===== src/hdl/tlerg_pkg.sv =====
package tlerg_pkg;

    // fixed field widths
    localparam int WORD_W = 32;
    localparam int SIDE_W = 9;
    localparam int RAD_W  = 3;
    localparam int COORD_W = 8;
    localparam int NODE_W = 16;
    localparam int OFF_W  = 4;
    localparam int CFG_IDX_W = 3;

    // parameter defaults
    localparam int MAX_SIDE_DEF       = 256;
    localparam int MAX_RADIUS_DEF     = 7;
    localparam int MAX_NEIGHBOURS_DEF = 224;

    // register reset values
    localparam logic [SIDE_W-1:0] SIDE_RST   = 9'd64;
    localparam logic [RAD_W-1:0]  RADIUS_RST = 3'd1;
    localparam logic [WORD_W-1:0] THRESH_RST = 32'd0;
    localparam logic              MODE_RST   = 1'b0;

    // register indexes
    localparam logic [CFG_IDX_W-1:0] CFG_SIDE_LENGTH = 3'd0;
    localparam logic [CFG_IDX_W-1:0] CFG_RADIUS      = 3'd1;
    localparam logic [CFG_IDX_W-1:0] CFG_THRESHOLD   = 3'd2;
    localparam logic [CFG_IDX_W-1:0] CFG_MODE        = 3'd3;

    typedef logic signed [OFF_W-1:0] t_off;

    typedef enum logic [3:0] {
        ST_RESTART,
        ST_IDLE,
        ST_NB_MUL,
        ST_C_MUL,
        ST_C_CHK,
        ST_SCAN,
        ST_WRITE,
        ST_ADV,
        ST_PUSH
    } t_state;

    typedef enum logic [1:0] {
        WOP_HOLD,
        WOP_RESTART,
        WOP_STEP,
        WOP_KEEP
    } t_walk_op;

    typedef struct packed {
        logic [COORD_W-1:0] x;
        logic [COORD_W-1:0] y;
        t_off               i;
        t_off               j;
        logic [NODE_W-1:0]  self_node;
        logic               step_node;
        logic               step_wrap;
        logic               step_lands;
        logic               home_in_use;
    } t_walk_stat;

    // torus distance of one offset
    function automatic logic [RAD_W-1:0] f_torus_abs(t_off d, logic [SIDE_W-1:0] s);
        logic [RAD_W-1:0]  a;
        logic [SIDE_W-1:0] rest;
        a = (d < 0) ? RAD_W'(-d) : RAD_W'(d);
        rest = s - SIDE_W'(a);
        f_torus_abs = (rest < SIDE_W'(a)) ? rest[RAD_W-1:0] : a;
    endfunction

    function automatic logic f_in_use(t_off i, t_off j, logic [SIDE_W-1:0] s,
                                      logic [RAD_W-1:0] k, logic mode);
        logic [RAD_W:0] span;
        span = (RAD_W+1)'(f_torus_abs(i, s)) + (RAD_W+1)'(f_torus_abs(j, s));
        if (i == 0 && j == 0) begin
            f_in_use = 1'b0;
        end else if (mode) begin
            f_in_use = (span <= (RAD_W+1)'(k));
        end else begin
            f_in_use = 1'b1;
        end
    endfunction

endpackage


===== src/hdl/tlerg_walk.sv =====
module tlerg_walk #(
    parameter int MAX_NEIGHBOURS = tlerg_pkg::MAX_NEIGHBOURS_DEF,
    parameter int CW = $clog2(MAX_NEIGHBOURS + 1)
) (
    input  logic                          i_clk,
    input  logic                          i_rst_n,
    input  tlerg_pkg::t_walk_op           i_op,
    input  logic [tlerg_pkg::SIDE_W-1:0]  i_side,
    input  logic [tlerg_pkg::RAD_W-1:0]   i_rad,
    input  logic                          i_mode,
    output tlerg_pkg::t_walk_stat         o_stat,
    output logic [CW-1:0]                 o_kept
);

    logic [tlerg_pkg::COORD_W-1:0] r_x, r_y, n_x, n_y;
    tlerg_pkg::t_off               r_i, r_j, n_i, n_j;
    logic [tlerg_pkg::NODE_W-1:0]  r_self, n_self;
    logic [CW-1:0]                 r_kept;
    logic                          n_node, n_wrap;
    tlerg_pkg::t_off               k_s, neg_k;
    logic [tlerg_pkg::SIDE_W-1:0]  y_inc, x_inc;

    assign k_s   = $signed({1'b0, i_rad});
    assign neg_k = -k_s;

    // next offset, j inner and i outer, then y and x
    always_comb begin
        n_x = r_x;
        n_y = r_y;
        n_i = r_i;
        n_j = r_j;
        n_self = r_self;
        n_node = 1'b0;
        n_wrap = 1'b0;
        y_inc = {1'b0, r_y} + 9'd1;
        x_inc = {1'b0, r_x} + 9'd1;
        if (r_j < k_s) begin
            n_j = r_j + 4'sd1;
        end else begin
            n_j = neg_k;
            if (r_i < k_s) begin
                n_i = r_i + 4'sd1;
            end else begin
                n_i = neg_k;
                n_node = 1'b1;
                if (y_inc >= i_side) begin
                    n_y = '0;
                    if (x_inc >= i_side) begin
                        n_x = '0;
                        n_self = '0;
                        n_wrap = 1'b1;
                    end else begin
                        n_x = x_inc[tlerg_pkg::COORD_W-1:0];
                        n_self = tlerg_pkg::NODE_W'(x_inc);
                    end
                end else begin
                    n_y = y_inc[tlerg_pkg::COORD_W-1:0];
                    n_self = r_self + tlerg_pkg::NODE_W'(i_side);
                end
            end
        end
    end

    // walk registers
    always_ff @(posedge i_clk) begin
        if (!i_rst_n) begin
            r_x <= '0;
            r_y <= '0;
            r_i <= '0;
            r_j <= '0;
            r_self <= '0;
            r_kept <= '0;
        end else begin
            unique case (i_op)
                tlerg_pkg::WOP_RESTART: begin
                    r_x <= '0;
                    r_y <= '0;
                    r_i <= neg_k;
                    r_j <= neg_k;
                    r_self <= '0;
                    r_kept <= '0;
                end
                tlerg_pkg::WOP_STEP: begin
                    r_x <= n_x;
                    r_y <= n_y;
                    r_i <= n_i;
                    r_j <= n_j;
                    r_self <= n_self;
                    if (n_node) begin
                        r_kept <= '0;
                    end
                end
                tlerg_pkg::WOP_KEEP: begin
                    if (r_kept < CW'(MAX_NEIGHBOURS)) begin
                        r_kept <= r_kept + CW'(1);
                    end
                end
                default: begin
                end
            endcase
        end
    end

    assign o_stat.x = r_x;
    assign o_stat.y = r_y;
    assign o_stat.i = r_i;
    assign o_stat.j = r_j;
    assign o_stat.self_node = r_self;
    assign o_stat.step_node = n_node;
    assign o_stat.step_wrap = n_wrap;
    assign o_stat.step_lands = tlerg_pkg::f_in_use(n_i, n_j, i_side, i_rad, i_mode);
    assign o_stat.home_in_use = tlerg_pkg::f_in_use(neg_k, neg_k, i_side, i_rad, i_mode);
    assign o_kept = r_kept;

endmodule


===== config.mk =====
export PLATFORM = sky130hd
export DESIGN_NAME = tlerg_walk
export DESIGN_NICKNAME = d
export VERILOG_FILES = /design/src/hdl/tlerg_pkg.sv /design/src/hdl/tlerg_walk.sv
export SDC_FILE = /design/constraint.sdc
export NUM_CORES = 1
export LEC_CHECK = 0
export ABC_AREA = 1
export BUFFER_PORTS_ARGS = -buffer_cell sky130_fd_sc_hd__buf_2
export CAP_MARGIN = 20
export CORE_ASPECT_RATIO = 1.4
export CORE_MARGIN = 2
export CORE_UTILIZATION = 40
export CTS_BUF_LIST = sky130_fd_sc_hd__clkbuf_8
export CTS_CLUSTER_SIZE = 40
export DETAILED_ROUTE_END_ITERATION = 12
export GPL_TIMING_DRIVEN = 0
export PLACE_DENSITY = 0.64
export SYNTH_ARGS = -nofsm -noshare
export SYNTH_HDL_FRONTEND = slang
export SYNTH_SLANG_ARGS = --single-unit
export TNS_END_PERCENT = 5

===== constraint.sdc =====
create_clock -name i_clk -period 10.7 [get_ports i_clk]
set_clock_uncertainty 0.1 [all_clocks]
set_input_delay 2.14 -clock i_clk [delete_from_list [all_inputs] [get_ports i_clk]]
set_output_delay 2.14 -clock i_clk [all_outputs]
set_load 0.05 [all_outputs]

After elaboration in Yosys (flattened, before gate mapping). Index checks and enable logic that the tools add are counted.

Bits in registers: 48. Input port bits: 17. Logic and storage cells: 89. Output and inout port bits: 52.

Multiplexer cells: 38. Magnitude comparators: 13. Equality and inequality tests: 8. Reductions and logical operators: 9. Add/sub/neg operators: 15.

Operators by type and width (number): 32-bit zero test (3); 8-bit 2-to-1 mux (9); 16-bit 2-to-1 mux (3); 16-bit one-hot mux with 2 select lines (1); 8-bit one-hot mux with 2 select lines (2); 9-bit by 3-bit less-than comparator with 1-bit output (3); 9-bit by 3-bit subtractor with 9-bit output (3); 8-bit one-hot mux with 3 select lines (1); 8-bit by 1-bit adder with 9-bit output, second input constant (2); 9-bit >= comparator (2); 3-bit 2-to-1 mux (6); 16-bit by 9-bit adder with 16-bit output (1); 4-bit one-hot mux with 2 select lines (2); 4-bit by 1-bit less-than comparator with 1-bit output, second input constant (3); 4-bit 2-to-1 mux (3); 1-bit 2-to-1 mux (10); 2-bit != test, second input constant (5); 9-bit 2-to-1 mux (1); 3-bit negation (3); 3-bit by 3-bit adder with 4-bit output (2); 4-bit by 2-bit adder with 4-bit output, second input constant (2); 8-bit by 1-bit adder with 8-bit output, second input constant (1); 4-bit by 3-bit <= comparator with 1-bit output (2); 4-bit less-than comparator (2); 9 further kinds (11).

Longest topological paths before layout. Gate-level depths: netlist (run 1).

Depth after elaboration: 12. Gate-level depth with buffers: 38. Gate-level depth less buffers: 38.

Worst setup path after synthesis (run 1). Ideal clock, no wire load.

Kind: input -> output. Start point: input i_rad[1] in the netlist's numbering. End point: output o_stat[1] in the netlist's numbering. Data required time: 8.460 ns. Arrival: 6.931 ns. Setup slack: 1.529 ns. Cell stages on the path: 31. Cells stage by stage: inv_1 ha_1 nand2_1 nand2_1 nand2_2 a21oi_4 inv_4 mux2i_1 inv_1 nor2_1 nor2_1 a22oi_1 fa_1 ha_1 nand2_1 nor2_1 a211oi_1 o2111ai_1 nand2_1 o21ai_0 ha_1 fa_1 xor2_1 ha_1 a21oi_1 o21ai_0 nand2_1 nand3_1 nand2_1 o41ai_1 inv_1.

RTL lines: from (decl) (RTL line tlerg_walk.sv:9) `input logic [tlerg_pkg::RAD_W-1:0] i_rad,`; to (decl) (RTL line tlerg_walk.sv:11) `output tlerg_pkg::t_walk_stat o_stat,`.

==> results by group, run 1 <==
Synth
  • Fraction of registers with async set/reset: 0
  • Syn Area/Cell: 6.94 sq um
  • Number of unique standard cell types used by synthesis: 53
  • Synth Instances: 665
  • Sequential share of the synthesized area: 0.208
  • Post-Syn Nets: 752
  • Syn. warnings: 0
  • Top FF cell, synth: dfxtp_1
  • Post-synthesis cell area: 4610 sq um
  • Synthesized flop and latch total: 48
  • Post-synth EDFFs: 0

Pwr
  • Pwr/cell area: 128 nW/um^2
  • Worst VDD drop: 82.6 uV
  • Leak: 2.65 nW

Detailed routing
  • DR iter-0 viols: 262
  • Remaining antenna violation count: 0
  • Remaining DRCs: 0
  • Wirelength, routed: 12700 um
  • Routed vias: 4612
  • Drt wl/cell: 14.3 um
  • Vias per cell: 5.21
  • Pre-antenna DRT Iters: 5

STA
  • Setup TNS Final: 0 ns
  • Rel. slew slack: 0.506
  • Hold Fails Final Rpt: 0
  • Slew Limit Fails: 0
  • RSZ-0062 raised after global routing: no
  • Final setup fails: 0
  • Period utilisation layout: 0.933
  • Final Critical Period: 9.99 ns
  • Least-Margin Pin Slew: 0.734 ns
  • Fmax: 100 MHz

Clock tree
  • CTS max path bufs: 2
  • CTS H-tree depth: 2
  • CTS tree: built
  • Reg clk slew, reported paths: 0.10 ns
  • CTS Hold Bufs: 0
  • CTS root buf: clkbuf_8
  • Clk_lat worst skew: 0.32 ns
  • PostCTS Resize Cnt: 0
  • CTS Sinks: 48
  • Cts bufs inserted: 5
  • Postcts setup bufs: 0

Global routing
  • Congestion Overflow GR: 0
  • Total track usage: 0.212
  • Pin count of the biggest net entering global routing: 17
  • Initial antenna violation count: 0
  • Vias in the first global route: 4553
  • Global-route wire length before repair: 21000 um

Die
  • Die Ht: 131 um
  • Starting Density: 0.409
  • Die area: 12400 sq um
  • Num ports: 69
  • Die boundary width: 94.8 um
  • Area of the core: 11300 sq um
  • Cell row count: 46

Worst setup path
  • Crit-path slowest cell: fa_1
  • Worst path top cell family by delay: adder cells
  • Worst path required time: 8.46 ns
  • CP Class: input port to output pin
  • Most used cell along the critical path: nand2_1
  • Startpoint Class: input port
  • Worst path bufs/invs: 4
  • Worst-path fanout max: 10
  • Crit end category: output pin
  • CP peak stage delay: 0.39 ns
  • Worst path arrival time: 7.75 ns

Finish
  • Layout cell share with drive strength beyond 1: 0.152
  • N_diodes: 0
  • Commonest non-fill, non-tap cell in the layout: nand2_1
  • Register area: 961 sq um
  • Most frequent cells in the layout: 126 x nand2_1, 103 x inv_1, 69 x buf_2
  • Layout filler cell count: 1194
  • Area delta synth->final: 13.8%
  • Area of the multi-input gates: 3160 sq um
  • Final instance area: 5250 sq um
  • Final nets: 827

Placement
  • GPL Wtd Cong: 0.868
  • Placed cell area: 5130 sq um
  • Hpwl dp: 10500 um
  • IO buf count: 68

Job
  • Max Cap Viol: 0

Outcome
  • Status: completed

Worst hold path
  • Worst Hold Class: flop to flop
worst paths after layout:
path | startpoint | slack [ns] | end | depth (start not counted)
min reg2reg | r_self[15]$_SDFFE_PN0P_ | 0.35 | r_self[15]$_SDFFE_PN0P_ | 1
max | i_rad[1] | 0.71 | o_stat[1] | 33
max reg2reg | r_y[0]$_SDFFE_PN0P_ | 6.95 | r_self[13]$_SDFFE_PN0P_ | 19
min | r_self[15]$_SDFFE_PN0P_ | 0.35 | r_self[15]$_SDFFE_PN0P_ | 1
registers in the layout, summed over array words and instances (netlist names):
name / cells
r_j: 4
o_kept: 8
r_self: 16
r_x: 8
r_i: 4
r_y: 8
where the power goes:
group | internal, mW | switching (mW) | total, mW
combinational | 0.116 | 0.225 | 0.341
clock | 0.0705 | 0.0690 | 0.139
sequential | 0.183 | 0.00703 | 0.190
Yosys cell counts, drive strengths merged, types with 2 or more instances:
cell type	n	share of area
o21bai	4	0.0065
nand3b	2	0.0033
xor2	23	0.044
dfxtp	48	0.21
o22ai	8	0.011
nor3	8	0.0098
o21ai	24	0.027
a21oi	50	0.058
nand4	4	0.0054
a221oi	6	0.011
ha	65	0.18
a22oi	4	0.0065
o211ai	8	0.013
nor2	51	0.046
a211oi	8	0.013
xnor2	5	0.0095
nand3	61	0.069
buf	4	0.0068
clkinv	5	0.0041
inv	109	0.089
nand2	138	0.12
fa	5	0.022
nor3b	3	0.0049
clkbuf	7	0.0057
kinds of logic after synthesis:
| kind of cell | Yosys count | synth area share |
|---|---|---|
| simple gates | 270 | 0.267 |
| buf+inv | 125 | 0.106 |
| compound gates | 123 | 0.166 |
| fa+ha+maj | 70 | 0.198 |
| flops | 48 | 0.208 |
| xor+xnor | 28 | 0.0532 |
| mux | 1 | 0.00217 |
worst reg2reg max path: stages (launching register included):
cell and delay [ns]:
dfxtp_1 0.48, ha_1 0.22, nand2_1 0.05, inv_1 0.09, nand2_1 0.07, xor2_1 0.13, inv_1 0.08, ha_1 0.29
a21oi_1 0.14, nand2_1 0.06, nand3_1 0.06, nand2_1 0.05, a21oi_1 0.11, o21ai_0 0.25, nor2_2 0.50, nor2_1 0.16
nor2_1 0.30, inv_1 0.10, buf_2 0.20, a221oi_1 0.22
metrics by stage:
stage	worst slack [ns]	hold WS, ns	power, mW	util	cells
after floorplan	1.53	0.574	0.456	-	665
after global routing	0.143	0.375	0.728	0.465	885
final	0.712	0.352	0.671	0.465	885
after CTS	0.725	0.357	0.676	0.465	885
after detailed placement	0.738	0.340	0.536	0.455	877
after global placement	0.869	0.333	0.521	0.455	877
final cells by class:
class,instances,area share
Buffer,11,0.0110
Timing Repair Buffer,68,0.0648
Inverter,114,0.0820
Clock inverter,3,0.00906
Sequential cell,48,0.183
Tap cell,144,0.0343
Multi-Input combinational cell,492,0.603
Clock buffer,5,0.0131
routing by layer:
layer,GRT usage,vias to the layer above,wire length (um)
met2,0.391,98,6550
met4,0.0929,0,435
li1,-,2365,-
met1,0.242,2120,5250
met3,0.0269,29,441
met5,0,-,0
Note: power is estimated with default switching activity, not from simulation.
==> run 2: changes to the inputs <==
--- a/config.mk
+++ b/config.mk
@@ -9,13 +9,14 @@
 export BUFFER_PORTS_ARGS = -buffer_cell sky130_fd_sc_hd__buf_2
 export CAP_MARGIN = 20
 export CORE_ASPECT_RATIO = 1.4
-export CORE_MARGIN = 2
+export CORE_MARGIN = 8
 export CORE_UTILIZATION = 40
 export CTS_BUF_LIST = sky130_fd_sc_hd__clkbuf_8
 export CTS_CLUSTER_SIZE = 40
 export DETAILED_ROUTE_END_ITERATION = 12
 export GPL_TIMING_DRIVEN = 0
 export PLACE_DENSITY = 0.64
+export SLEW_MARGIN = 0
 export SYNTH_ARGS = -nofsm -noshare
 export SYNTH_HDL_FRONTEND = slang
 export SYNTH_SLANG_ARGS = --single-unit
==> results by group, run 2 (synthesized netlist as in run 1, its figures left out) <==
Worst setup path
  • R2R cell count: 19 (unchanged)
  • CP peak stage delay: 0.39 ns (about the same)
  • Crit-path slowest cell: fa_1
  • Startpoint Class: input port
  • Worst path top cell family by delay: adder cells
  • Reg2reg end: r_self[13]$_SDFFE_PN0P_
  • Critical Path Start: i_rad[1]
  • CP Capture Point: o_stat[1]
  • CP Class: input port to output pin
  • Crit path depth: 33 (unchanged)
  • Worst R2R Start: r_y[0]$_SDFFE_PN0P_
  • Reg2reg setup slack: 6.87 ns (-0.08 ns)
  • Worst path arrival time: 7.88 ns (+0.13 ns)
  • Worst path required time: 8.46 ns (about the same)
  • Worst-path fanout max: 10 (unchanged)
  • Worst path bufs/invs: 6 (+2)
  • Crit end category: output pin

Finish
  • Layout cell share with drive strength beyond 1: 0.151 (-0.00115)
  • Fin util: 0.467 (+0.00111)
  • Most frequent cells in the layout: 126 x nand2_1, 103 x inv_1, 69 x buf_2
  • Largest Register: r_self
  • Commonest non-fill, non-tap cell in the layout: nand2_1
  • Layout Cells excl Fill: 884 (-0.11%)
  • Final nets: 827 (unchanged)
  • N_diodes: 0 (unchanged)
  • Area delta synth->final: 14.1%
  • Final instance area: 5260 sq um (+0.24%)
  • Max FFs per register: 16 (unchanged)

Detailed routing
  • Wire length on met3: 522 um (+18%)
  • Remaining DRCs: 0 (unchanged)
  • Met1 WL: 5360 um (+2.0%)
  • Routed vias: 4660 (+1.0%)
  • Vias per cell: 5.27 (+1.2%)
  • Remaining antenna violation count: 0 (unchanged)
  • DR iter-0 viols: 231 (-12%)
  • Routed length on met2: 6770 um (+3.5%)
  • Top routing layer in use: met4
  • Pre-antenna DRT Iters: 5 (unchanged)
  • Wirelength, routed: 13000 um (+2.5%)
  • Drt wl/cell: 14.7 um (+2.7%)

Clock tree
  • CTS H-tree depth: 2 (unchanged)
  • CTS Sinks: 48 (unchanged)
  • CTS root buf: clkbuf_8
  • Postcts setup bufs: 0 (unchanged)
  • CTS Hold Bufs: 0 (unchanged)
  • CTS tree: built
  • Reg clk slew, reported paths: 0.09 ns (about the same)
  • PostCTS Resize Cnt: 0 (unchanged)
  • Clk_lat worst skew: 0.31 ns (about the same)
  • CTS max path bufs: 2 (unchanged)
  • Cts bufs inserted: 5 (unchanged)

Die
  • Die boundary width: 107 um (+13%)
  • Die Ht: 143 um (+9.2%)
  • Starting Density: 0.409 (unchanged)
  • Cell row count: 46 (unchanged)
  • Area of the core: 11300 sq um (unchanged)
  • Num ports: 69 (unchanged)
  • Die area: 15300 sq um (+23%)

Placement
  • Placed cell area: 5130 sq um (unchanged)
  • Placed Cells: 877 (unchanged)
  • GPL Wtd Cong: 0.899 (+3.5%)
  • IO buf count: 68 (unchanged)
  • Pre-CTS setup slack: 0.666 ns (-0.0718 ns)
  • Hpwl dp: 10700 um (+2.6%)

STA
  • Least-Margin Pin Slew: 0.748 ns (+0.0141 ns)
  • Setup TNS Final: 0 ns (unchanged)
  • Period utilisation layout: 0.945 (+0.0120)
  • RSZ-0062 raised after global routing: no
  • Slew Limit Fails: 0 (unchanged)
  • Rel. slew slack: 0.497 (-0.00950)
  • Worst setup margin: 0.583 ns (-0.129 ns)
  • Hold Fails Final Rpt: 0 (unchanged)
  • Fmax: 98.8 MHz (-1.3%)
  • Fin Hold WS: 0.348 ns (-0.00439 ns)
  • Final setup fails: 0 (unchanged)
  • Final Critical Period: 10.12 ns (+0.129 ns)

Worst hold path
  • Worst Hold Class: flop to flop

Outcome
  • Status: completed

Global routing
  • Global-route wire length before repair: 21400 um (+2.1%)
  • Congestion Overflow GR: 0 (unchanged)
  • Initial antenna violation count: 0 (unchanged)
  • Vias in the first global route: 4536 (-0.37%)
  • Pin count of the biggest net entering global routing: 15 (-2)
  • Total track usage: 0.171 (-0.0409)

Pwr
  • Tot Pwr: 0.685 mW (+2.0%)
  • Pwr/cell area: 130 nW/um^2 (+1.8%)
  • Leak: 2.66 nW (+0.22%)
  • Worst VDD drop: 68.1 uV (-17%)

Job
  • Max Cap Viol: 0 (unchanged)
[run 2: routing by layer]
layer,GRT usage,vias to the layer above
met5,0,-
met4,0.0691,0
met3,0.0253,25
met2,0.319,118
met1,0.187,2151
li1,-,2366
[run 2: worst min-delay path by stage]
stage / cells after the start / slack [ns] / endpoint / from
final: 1 / 0.35 / r_self[15]$_SDFFE_PN0P_ / r_self[15]$_SDFFE_PN0P_
after global routing: 1 / 0.39 / r_self[15]$_SDFFE_PN0P_ / r_self[15]$_SDFFE_PN0P_
after global placement: 1 / 0.33 / r_self[15]$_SDFFE_PN0P_ / r_self[15]$_SDFFE_PN0P_
after floorplan: 1 / 0.57 / r_self[15]$_SDFFE_PN0P_ / r_self[15]$_SDFFE_PN0P_
after detailed placement: 1 / 0.34 / r_self[15]$_SDFFE_PN0P_ / r_self[15]$_SDFFE_PN0P_
after CTS: 1 / 0.36 / r_self[15]$_SDFFE_PN0P_ / r_self[15]$_SDFFE_PN0P_
[run 2: worst reg2reg max path: cells and delay by family, from the launching register on]
family / cells / cell delay [ns]
and+or+nand+nor: 8 / 1.25
AOI/OAI and AO/OA: 4 / 0.76
adders and majority gates: 2 / 0.51
buffers and inverters: 4 / 0.49
DFF: 1 / 0.48
xor gates and xnor gates: 1 / 0.15
[run 2: power breakdown]
part           internal [mW]  switching [mW]
logic                  0.116           0.225
registers              0.183         0.00709
clock network         0.0920          0.0615
total                  0.391           0.294
[run 2: layout make-up]
type,count,area [sq um]
plain buffers,11,57.6
clock buffers,5,68.8
clock inverters,2,60.1
fillers,1210,6020
inverters,114,430
multi-input cells,492,3160
flip-flops and latches,48,961
well taps,144,180
repair buffers,68,340
==> run 3: changes to the inputs <==
--- a/config.mk
+++ b/config.mk
@@ -6,7 +6,6 @@
 export NUM_CORES = 1
 export LEC_CHECK = 0
 export ABC_AREA = 1
-export BUFFER_PORTS_ARGS = -buffer_cell sky130_fd_sc_hd__buf_2
 export CAP_MARGIN = 20
 export CORE_ASPECT_RATIO = 1.4
 export CORE_MARGIN = 8
@@ -14,8 +13,9 @@
 export CTS_BUF_LIST = sky130_fd_sc_hd__clkbuf_8
 export CTS_CLUSTER_SIZE = 40
 export DETAILED_ROUTE_END_ITERATION = 12
+export DONT_BUFFER_PORTS = 1
 export GPL_TIMING_DRIVEN = 0
-export PLACE_DENSITY = 0.64
+export PLACE_DENSITY = 0.59
 export SLEW_MARGIN = 0
 export SYNTH_ARGS = -nofsm -noshare
 export SYNTH_HDL_FRONTEND = slang
==> results by group, run 3 (synthesized netlist as in run 1, its figures left out) <==
Global routing
  • Pin count of the biggest net entering global routing: 17 (+2)
  • Initial antenna violation count: 0 (unchanged)
  • Met3 Resource Use GR: 0.0469 (+0.0217)
  • Vias in the first global route: 4207 (-7.3%)
  • Global-route wire length before repair: 21100 um (-1.5%)
  • Global Route met1 Usage: 0.180 (-0.00735)
  • Congestion Overflow GR: 0 (unchanged)
  • Busiest grt layer: met2
  • Total track usage: 0.171 (about the same)
  • Met2 Usage GRT: 0.320 (+0.00131)

Detailed routing
  • Vias per cell: 5.36 (+1.7%)
  • Drt wl/cell: 15.8 um (+7.7%)
  • Remaining DRCs: 0 (unchanged)
  • DR iter-0 viols: 153 (-34%)
  • Wirelength, routed: 12900 um (-0.47%)
  • Remaining antenna violation count: 0 (unchanged)
  • Routed vias: 4382 (-6.0%)
  • Pre-antenna DRT Iters: 5 (unchanged)

Die
  • Num ports: 69 (unchanged)
  • Die area: 15300 sq um (unchanged)
  • Cell row count: 46 (unchanged)
  • Starting Density: 0.409 (unchanged)
  • Die Ht: 143 um (unchanged)
  • Area of the core: 11300 sq um (unchanged)
  • Die boundary width: 107 um (unchanged)

Finish
  • Layout cell share with drive strength beyond 1: 0.0669 (-0.0845)
  • N_diodes: 0 (unchanged)
  • Max FFs per register: 16 (unchanged)
  • Layout filler cell count: 1240 (+2.5%)
  • Final nets: 759 (-8.2%)
  • Area delta synth->final: 6.43%
  • Largest Register: r_self
  • Most frequent cells in the layout: 126 x nand2_1, 103 x inv_1, 65 x ha_1
  • Fin util: 0.435 (-0.0313)
  • Final instance area: 4910 sq um (-6.7%)
  • Layout Cells excl Fill: 817 (-7.6%)
  • Commonest non-fill, non-tap cell in the layout: nand2_1

STA
  • Final setup fails: 0 (unchanged)
  • RSZ-0062 raised after global routing: no
  • Final Critical Period: 9.95 ns (-0.164 ns)
  • Slew Limit Fails: 0 (unchanged)
  • Rel. slew slack: 0.377 (-0.120)
  • Worst setup margin: 0.748 ns (+0.164 ns)
  • Fmax: 100 MHz (+1.6%)
  • Period utilisation layout: 0.930 (-0.0153)
  • Setup TNS Final: 0 ns (unchanged)
  • Hold Fails Final Rpt: 0 (unchanged)
  • Least-Margin Pin Slew: 1.16 ns (+0.412 ns)

Worst hold path
  • Worst Hold Class: flop to flop
  • Hold endpoint: r_self[15]$_SDFFE_PN0P_
  • Hold Crit Start: r_self[15]$_SDFFE_PN0P_
  • Hold path cells: 1 (unchanged)

Clock tree
  • Reg clk slew, reported paths: 0.09 ns (about the same)
  • CTS H-tree depth: 2 (unchanged)
  • CTS root buf: clkbuf_8
  • Cts bufs inserted: 5 (unchanged)
  • CTS tree: built
  • CTS Hold Bufs: 0 (unchanged)
  • PostCTS Resize Cnt: 0 (unchanged)
  • Postcts setup bufs: 0 (unchanged)
  • CTS max path bufs: 2 (unchanged)
  • CTS Sinks: 48 (unchanged)
  • Clk_lat worst skew: 0.32 ns (about the same)

Worst setup path
  • Worst-path fanout max: 10 (unchanged)
  • CP peak stage delay: 0.38 ns (about the same)
  • Reg2reg end: r_self[13]$_SDFFE_PN0P_
  • Worst R2R Start: r_y[0]$_SDFFE_PN0P_
  • Worst path required time: 8.46 ns (about the same)
  • Reg2reg setup slack: 6.52 ns (-0.35 ns)
  • Worst path top cell family by delay: adder cells
  • Worst path arrival time: 7.71 ns (-0.17 ns)
  • Crit-path slowest cell: fa_1
  • Startpoint Class: input port
  • Worst path bufs/invs: 4 (-2)
  • R2R cell count: 19 (unchanged)
  • CP Class: input port to output pin
  • Crit end category: output pin

Placement
  • GPL Wtd Cong: 0.950 (+5.6%)
  • Pre-CTS setup slack: 0.751 ns (+0.0847 ns)
  • Placed Cells: 809 (-7.8%)
  • Hpwl dp: 10800 um (+0.62%)
  • IO buf count: 0 (-100%)
  • Placed cell area: 4790 sq um (-6.6%)

Job
  • Max Cap Viol: 0 (unchanged)

Outcome
  • Status: completed

Pwr
  • Pwr/cell area: 133 nW/um^2 (+2.4%)
  • Worst VDD drop: 85.4 uV (+25%)
  • Leak: 2.31 nW (-13%)
run 3: cell type report:
class / count / area, sq um / share of cell area
sequential: 48 / 961 / 0.196
multi-input combinational: 492 / 3160 / 0.644
buffer: 11 / 57.6 / 0.0117
clock inverter: 3 / 47.5 / 0.00968
tap: 144 / 180 / 0.0367
clock buffer: 5 / 68.8 / 0.0140
inverter: 114 / 430 / 0.0877
run 3: worst max-delay path by stage:
| stage | cells past startpoint | start | end |
|---|---|---|---|
| after floorplan | 31 | i_rad[1] | o_stat[1] |
| after global placement | 31 | i_rad[1] | o_stat[1] |
| after detailed placement | 31 | i_rad[1] | o_stat[1] |
| after CTS | 31 | i_rad[1] | o_stat[1] |
| after global routing | 31 | i_rad[1] | o_stat[1] |
| final | 31 | i_rad[1] | o_stat[1] |
run 3: metrics by stage:
step                hold slack, ns  power (mW)
finish                       0.618       0.654
global route                 0.684       0.709
CTS                          0.632       0.660
detailed placement           0.607       0.521
global placement             0.600       0.509
floorplan                    0.574       0.456
run 3: power breakdown:
part | internal (mW) | switching (mW)
sequential | 0.183 | 0.0249
combinational | 0.108 | 0.199
clock | 0.0705 | 0.0682
run 3: metal layers:
layer / up-vias / routed length [um]
met5: - / 0
met4: 0 / 199
met3: 13 / 950
met2: 105 / 6800
met1: 2025 / 4990
li1: 2239 / -
